==> config.mk <==
export PLATFORM = sky130hd
export DESIGN_NAME = sicxe_instruction_decoder
export DESIGN_NICKNAME = d
export VERILOG_FILES = /design/src/sv/sicxe_pkg.sv /design/src/sv/sicxe_instruction_decoder.sv
export SDC_FILE = /design/constraint.sdc
export NUM_CORES = 1
export LEC_CHECK = 0
export BUFFER_PORTS_ARGS = -buffer_cell sky130_fd_sc_hd__buf_2
export CAP_MARGIN = 0
export CORE_ASPECT_RATIO = 0.75
export CORE_UTILIZATION = 25
export CTS_CLUSTER_DIAMETER = 40
export DETAILED_ROUTE_END_ITERATION = 8
export PLACE_DENSITY = 0.45
export REMOVE_ABC_BUFFERS = 1
export SLEW_MARGIN = 10
export SYNTH_ARGS = -nofsm -noshare
export SYNTH_HDL_FRONTEND = slang
export SYNTH_SLANG_ARGS = --single-unit
==> constraint.sdc <==
create_clock -name clk_i -period 5.82 [get_ports clk_i]
set_input_delay 1.746 -clock clk_i [delete_from_list [all_inputs] [get_ports clk_i]]
set_output_delay 1.746 -clock clk_i [all_outputs]
set_load 0.05 [all_outputs]
==> src/sv/sicxe_pkg.sv <==
`default_nettype none
// ---------------------------------------------------------------------------
// sicxe_pkg
// Shared types, constants and the opcode format table of the SIC/XE
// instruction decoder.
// ---------------------------------------------------------------------------
package sicxe_pkg;

  localparam int unsigned AddrWidth = 20;
  localparam int unsigned DispWidth = 12;

  // Opcode indexes (opcode with the two low bits dropped) that load trackers
  localparam logic [5:0] OpIdxLdx = 6'd1;
  localparam logic [5:0] OpIdxLdb = 6'd26;

  // Format class coming out of the opcode table
  typedef enum logic [1:0] {
    FMT_NONE      = 2'd0,
    FMT_ONE       = 2'd1,
    FMT_TWO       = 2'd2,
    FMT_THREE_FOUR = 2'd3
  } fmt_class_e;

  // Encoded instr_format field
  localparam logic [1:0] InstrFmt1 = 2'd0;
  localparam logic [1:0] InstrFmt2 = 2'd1;
  localparam logic [1:0] InstrFmt3 = 2'd2;
  localparam logic [1:0] InstrFmt4 = 2'd3;

  // Encoded address_kind field
  localparam logic [1:0] KindSimple    = 2'd0;
  localparam logic [1:0] KindImmediate = 2'd1;
  localparam logic [1:0] KindIndirect  = 2'd2;

  // Input item, last field in the lowest bits
  typedef struct packed {
    logic [3:0]           pad;
    logic [AddrWidth-1:0] instr_address;
    logic [31:0]          instr_bytes;
  } in_item_t;

  // Result item, last field in the lowest bits
  typedef struct packed {
    logic [1:0]           address_kind;
    logic [AddrWidth-1:0] target_address;
    logic [3:0]           reg_second;
    logic [3:0]           reg_first;
    logic [5:0]           flag_bits;
    logic [2:0]           instr_length;
    logic [1:0]           instr_format;
    logic [5:0]           opcode_index;
    logic                 opcode_known;
  } out_item_t;

  // Fixed opcode table: format class per opcode index
  function automatic fmt_class_e fmt_lookup(input logic [5:0] idx);
    fmt_class_e cls;
    case (idx) inside
      [6'd0:6'd34], [6'd52:6'd56], 6'd58, 6'd59: cls = FMT_THREE_FOUR;
      [6'd36:6'd46]:                             cls = FMT_TWO;
      [6'd48:6'd50], [6'd60:6'd62]:              cls = FMT_ONE;
      default:                                   cls = FMT_NONE;
    endcase
    return cls;
  endfunction

endpackage
`default_nettype wire

==> src/sv/sicxe_instruction_decoder.sv <==
`default_nettype none
// ---------------------------------------------------------------------------
// sicxe_instruction_decoder
// Decodes one SIC/XE instruction window per transfer and tracks B and X.
// ---------------------------------------------------------------------------
// One instruction window (first byte in bits 31..24) and its address enter
// per transfer; one decoded result leaves per transfer. An item passes through
// the input register and then the result register, with
// the opcode table lookup, field split and the three-input target add in
// between. A new item is taken every cycle while the result side keeps up.
// The base and index trackers load on LDB/LDX as the item moves into the
// result register, so the very next item already sees the new value.
// ---------------------------------------------------------------------------
module sicxe_instruction_decoder (
  input  wire logic        clk_i,
  input  wire logic        rst_ni,
  input  wire logic        s_axis_tvalid_i,
  output logic             s_axis_tready_o,
  // instr_bytes [31:0], instr_address [51:32], zero [55:52]
  input  wire logic [55:0] s_axis_tdata_i,
  output logic             m_axis_tvalid_o,
  input  wire logic        m_axis_tready_i,
  // opcode_known [0], opcode_index [6:1], instr_format [8:7],
  // instr_length [11:9], flag_bits [17:12], reg_first [21:18],
  // reg_second [25:22], target_address [45:26], address_kind [47:46]
  output logic [47:0]      m_axis_tdata_o
);

  localparam int unsigned AW = sicxe_pkg::AddrWidth;
  localparam int unsigned DW = sicxe_pkg::DispWidth;

  logic                     in_valid_q;
  sicxe_pkg::in_item_t      in_item_q;
  logic                     out_valid_q;
  sicxe_pkg::out_item_t     out_item_q, out_item_d;
  logic [AW-1:0]            base_q, base_d;
  logic [AW-1:0]            index_q, index_d;
  logic                     out_free;
  logic                     advance;

  assign out_free        = !out_valid_q || m_axis_tready_i;
  assign advance         = in_valid_q && out_free;
  assign s_axis_tready_o = !in_valid_q || out_free;
  assign m_axis_tvalid_o = out_valid_q;
  assign m_axis_tdata_o  = out_item_q;

  // Decode
  logic [7:0]             b0, b1, b2, b3;
  logic [5:0]             idx;
  sicxe_pkg::fmt_class_e  cls;
  logic                   fn, fi, fx, fb, fp, fe;
  logic [DW-1:0]          d12;
  logic [2:0]             len;
  logic [AW-1:0]          op_a, op_b, op_x, ta;

  always_comb begin
    b0  = in_item_q.instr_bytes[31:24];
    b1  = in_item_q.instr_bytes[23:16];
    b2  = in_item_q.instr_bytes[15:8];
    b3  = in_item_q.instr_bytes[7:0];
    idx = b0[7:2];
    cls = sicxe_pkg::fmt_lookup(idx);
    fn  = b0[1];
    fi  = b0[0];
    fx  = b1[7];
    fb  = b1[6];
    fp  = b1[5];
    fe  = b1[4];
    d12 = {b1[3:0], b2};
    len = fe ? 3'd4 : 3'd3;

    // Select the two address terms; b wins over p
    if (fb) begin
      op_a = base_q;
      op_b = {{(AW-DW){1'b0}}, d12};
    end else if (fp) begin
      op_a = in_item_q.instr_address + {{(AW-3){1'b0}}, len};
      op_b = {{(AW-DW){d12[DW-1]}}, d12};
    end else begin
      op_a = fe ? {d12, b3} : {{(AW-DW){1'b0}}, d12};
      op_b = '0;
    end
    op_x = fx ? index_q : '0;
    ta   = op_a + op_b + op_x;

    out_item_d = '0;
    base_d     = base_q;
    index_d    = index_q;
    case (cls)
      sicxe_pkg::FMT_ONE: begin
        out_item_d.opcode_known = 1'b1;
        out_item_d.opcode_index = idx;
        out_item_d.instr_format = sicxe_pkg::InstrFmt1;
        out_item_d.instr_length = 3'd1;
      end
      sicxe_pkg::FMT_TWO: begin
        out_item_d.opcode_known = 1'b1;
        out_item_d.opcode_index = idx;
        out_item_d.instr_format = sicxe_pkg::InstrFmt2;
        out_item_d.instr_length = 3'd2;
        out_item_d.reg_first    = b1[7:4];
        out_item_d.reg_second   = b1[3:0];
      end
      sicxe_pkg::FMT_THREE_FOUR: begin
        out_item_d.opcode_known   = 1'b1;
        out_item_d.opcode_index   = idx;
        out_item_d.instr_format   = fe ? sicxe_pkg::InstrFmt4 : sicxe_pkg::InstrFmt3;
        out_item_d.instr_length   = len;
        out_item_d.flag_bits      = {fn, fi, fx, fb, fp, fe};
        out_item_d.target_address = ta;
        if (fi && !fn) begin
          out_item_d.address_kind = sicxe_pkg::KindImmediate;
        end else if (fn && !fi) begin
          out_item_d.address_kind = sicxe_pkg::KindIndirect;
        end else begin
          out_item_d.address_kind = sicxe_pkg::KindSimple;
        end
        if (idx == sicxe_pkg::OpIdxLdb) begin
          base_d = ta;
        end else if (idx == sicxe_pkg::OpIdxLdx) begin
          index_d = ta;
        end
      end
      default: begin
        out_item_d = '0;
      end
    endcase
  end

  // Input register
  always_ff @(posedge clk_i or negedge rst_ni) begin
    if (!rst_ni) begin
      in_valid_q <= 1'b0;
    end else if (s_axis_tready_o) begin
      in_valid_q <= s_axis_tvalid_i;
    end
  end

  always_ff @(posedge clk_i) begin
    if (s_axis_tready_o && s_axis_tvalid_i) begin
      in_item_q <= s_axis_tdata_i;
    end
  end

  // Result register and trackers
  always_ff @(posedge clk_i or negedge rst_ni) begin
    if (!rst_ni) begin
      out_valid_q <= 1'b0;
      base_q      <= '0;
      index_q     <= '0;
    end else begin
      if (out_free) begin
        out_valid_q <= in_valid_q;
      end
      if (advance) begin
        base_q  <= base_d;
        index_q <= index_d;
      end
    end
  end

  always_ff @(posedge clk_i) begin
    if (advance) begin
      out_item_q <= out_item_d;
    end
  end

endmodule
`default_nettype wire
==> out/results.ini <==
[power_and_ir_drop]
leakagePower_nw = 3.77
powerDensity_nw_per_um2 = 372
finalPower_mw = 3.33
vdd_drop_max_uv = 197

[worst_setup_path]
cp.depth = 19
cp_cell_sequence = ha_1 > fa_1 > a21o_1 > nand2_1 > nor2_1 > and3_1 > xnor2_1 > a211oi_1 > a21oi_1 > fa_1 > inv_1 > ha_1 > nand3_1 > nor2_1 > a2111o_1 > o211ai_1 > nor3b_1 > a211oi_1 > nor2_1
r2r-end = m_axis_tdata_o[43]$_SDFFCE_PP0P_
cp_slowest_cell = fa_1
arrival_ns = 5.24
cp_max_fo = 6
critPathCaptureType = flip-flop
r2r-start = in_item_q[32]$_DFFE_PP_
critPathRequiredTime_ns = 5.98
path_common_cell = nor2_1
cp-startpoint = in_item_q[32]$_DFFE_PP_
critPathBufInv = 1
cp_top_family = compound AO/OA/AOI/OAI gates
start_kind = flip-flop
cp_slowest_stage_delay_ns = 0.56
worstSetupEndpoint = m_axis_tdata_o[43]$_SDFFCE_PP0P_
rrSetupSlack_ns = 0.74
path_class = flip-flop to flip-flop
reg2regPathDepth = 19

[die]
ios = 110
start_util_pct = 25.8
die-area_sq_um = 30100
row_count = 53
fp.dieH_um = 150
die_w_um = 200
core_area_sq_um = 28400

[synthesis]
synth_ff_type = edfxtp_1
ys_seq_area_share_pct = 55.2
synth-async-reset-ratio_pct = 29.6
synth-edff-count = 100
ys_ff_latch = 142
synthesis.area_sq_um = 7340
syn_inst = 652
avgSynthCellArea_sq_um = 11.3
synth_cell_type_count = 51
yosys_warnings = 0

[layout]
drive_above_1_share_pct = 21.5
fin_nets = 864
syn_to_final_growth_pct = 21.9
fin_util_pct = 31.5
diodes = 0
final_area_sq_um = 8950

[placed_design]
place_area_sq_um = 8350
place.gp.congestion = 0.806
numPortBuffers = 105
hpwl_um = 13700

[timing]
rsz0062_at_grt = false
post-route-min-period_ns = 5.08
fin_crit_sh_pct = 87.3
finalHoldViolations = 0
finClkSkew_ns = 0.0106
worstMarginPinSlew_ns = 1.07
fmax_ghz = 0.197
setup_tns_ns = 0
whs_ns = 0.474
setup_violations = 0
drv_slew = 0
slew_headroom_pct = 28.4

[routing]
drtIter0Drc = 230
firstDrtPassIters = 4
via_count = 5091
wirelength_um = 19400
drc = 0
viasPerCell = 4.39
wl_per_cell_um = 16.7
antenna_left = 0

[clocking]
clk_latency_ns = 0.44
h-tree-depth = 4
clock_path_buffers = 2
holdBufCountCts = 0
path_clk_slew_ns = 0.06
postCtsSetupRepairBufs = 0
cts_root_buf = clkbuf_16
cts.repair.resized = 0
numCtsBuffers = 17
cts.sinks = 142
tritoncts = built

[status]
status = finished, final reports clean

[global_route]
antenna_found_initial = 1
grt_first_pass_wirelength_um = 30000
grt_max_degree = 53
grt_usage_pct = 13.8
grt_pass1_vias = 4990
overflow = 0

[min_path]
min_path_type = flip-flop to flip-flop

[job]
drv_cap = 0

[metal layers]
layer  vias to the layer above  wire length [um]  part of all wire, %  GRT usage (%)
li1                       2513                 -                    -              -
met1                      2450             10400                   53           20.9
met2                       113              8050                   41           19.3
met3                        15               782                  4.0           2.89
met4                         0               225                  1.2           4.35
met5                         -                 0                    0              0
[cell usage in the layout (no fill, tap or decap), types with 6 or more instances in the layout]
| cell | instances |
|---|---|
| and2_1 | 24 |
| dfrtp_1 | 42 |
| a21oi_1 | 31 |
| nand2b_1 | 7 |
| mux2_2 | 10 |
| inv_1 | 38 |
| nor2_1 | 48 |
| a211oi_1 | 22 |
| mux2i_1 | 6 |
| fa_1 | 21 |
| buf_4 | 12 |
| nand4_1 | 8 |
| xor2_1 | 18 |
| nand3_1 | 11 |
| nor2b_1 | 18 |
| edfxtp_1 | 100 |
| a21o_1 | 8 |
| clkbuf_16 | 17 |
| nand2_1 | 80 |
| ha_1 | 21 |
| xnor2_1 | 15 |
| buf_2 | 105 |
| o21ai_0 | 47 |
[stage by stage]
stage | setup WS [ns] | instances
after floorplan | 0.647 | 626
after global placement | 0.813 | 1128
after detailed placement | 0.787 | 1128
after CTS | 0.738 | 1160
after global routing | 0.344 | 1160
final | 0.740 | 1160
[synth_stat cells (21+ instances only)]
cell	number	area, sq um
nand2_1	80	300
ha_1	21	263
a211oi_1	22	165
fa_1	21	420
inv_1	38	143
and2_1	26	163
nor2_1	48	180
clkbuf_1	22	82.6
dfrtp_1	42	1050
a21oi_1	31	155
edfxtp_1	100	3000
o21ai_0	47	235
[power breakdown]
part           total, mW  switching, mW  internal, mW
Combinational      0.867          0.583         0.284
Clock               1.15          0.459         0.688
Sequential          1.32         0.0704          1.24
Total               3.33           1.11          2.22
[cell type report]
cell class	count	area, sq um
clock buffer	19	443
clock inverter	13	163
fill	2938	19500
inverter	38	143
multi-input combinational	446	3050
sequential	142	4050
tap	385	482
timing repair buffer	117	616
[worst min-delay path, stage by stage (launching register included)]
cell	delay [ns]
dfrtp_1	0.33
nand2_1	0.04
o21ai_0	0.06
[cells by family after synthesis]
family | share of synthesized area (%)
adder cells (fa/ha/maj) | 9.30
multiplexers | 2.35
buffers and inverters | 3.27
flip-flops | 55.2
XOR/XNOR | 3.94
AO/OA/AOI/OAI | 11.9
AND/OR/NAND/NOR | 14.1
[sequential cells by signal, summed over array words and instances (netlist names)]
name and count:
in_item_q 20, b0 8, in_valid_q 1, b2 8, base_q 20, b3 8
index_q 20, m_axis_tdata_o 48, m_axis_tvalid_o 1, b1 8
[worst min path at each step]
| stage | startpoint | endpoint | slack (ns) | cells past startpoint |
|---|---|---|---|---|
| finish | index_q[17]$_DFFE_PN0P_ | index_q[17]$_DFFE_PN0P_ | 0.47 | 2 |
| global route | index_q[17]$_DFFE_PN0P_ | index_q[17]$_DFFE_PN0P_ | 0.50 | 2 |
| CTS | index_q[6]$_DFFE_PN0P_ | index_q[6]$_DFFE_PN0P_ | 0.48 | 2 |
| detailed placement | base_q[14]$_DFFE_PN0P_ | base_q[14]$_DFFE_PN0P_ | 0.47 | 2 |
| global placement | index_q[3]$_DFFE_PN0P_ | index_q[3]$_DFFE_PN0P_ | 0.46 | 2 |
| floorplan | index_q[17]$_DFFE_PN0P_ | index_q[17]$_DFFE_PN0P_ | 0.44 | 2 |
Note: power is estimated with default switching activity, not from simulation.
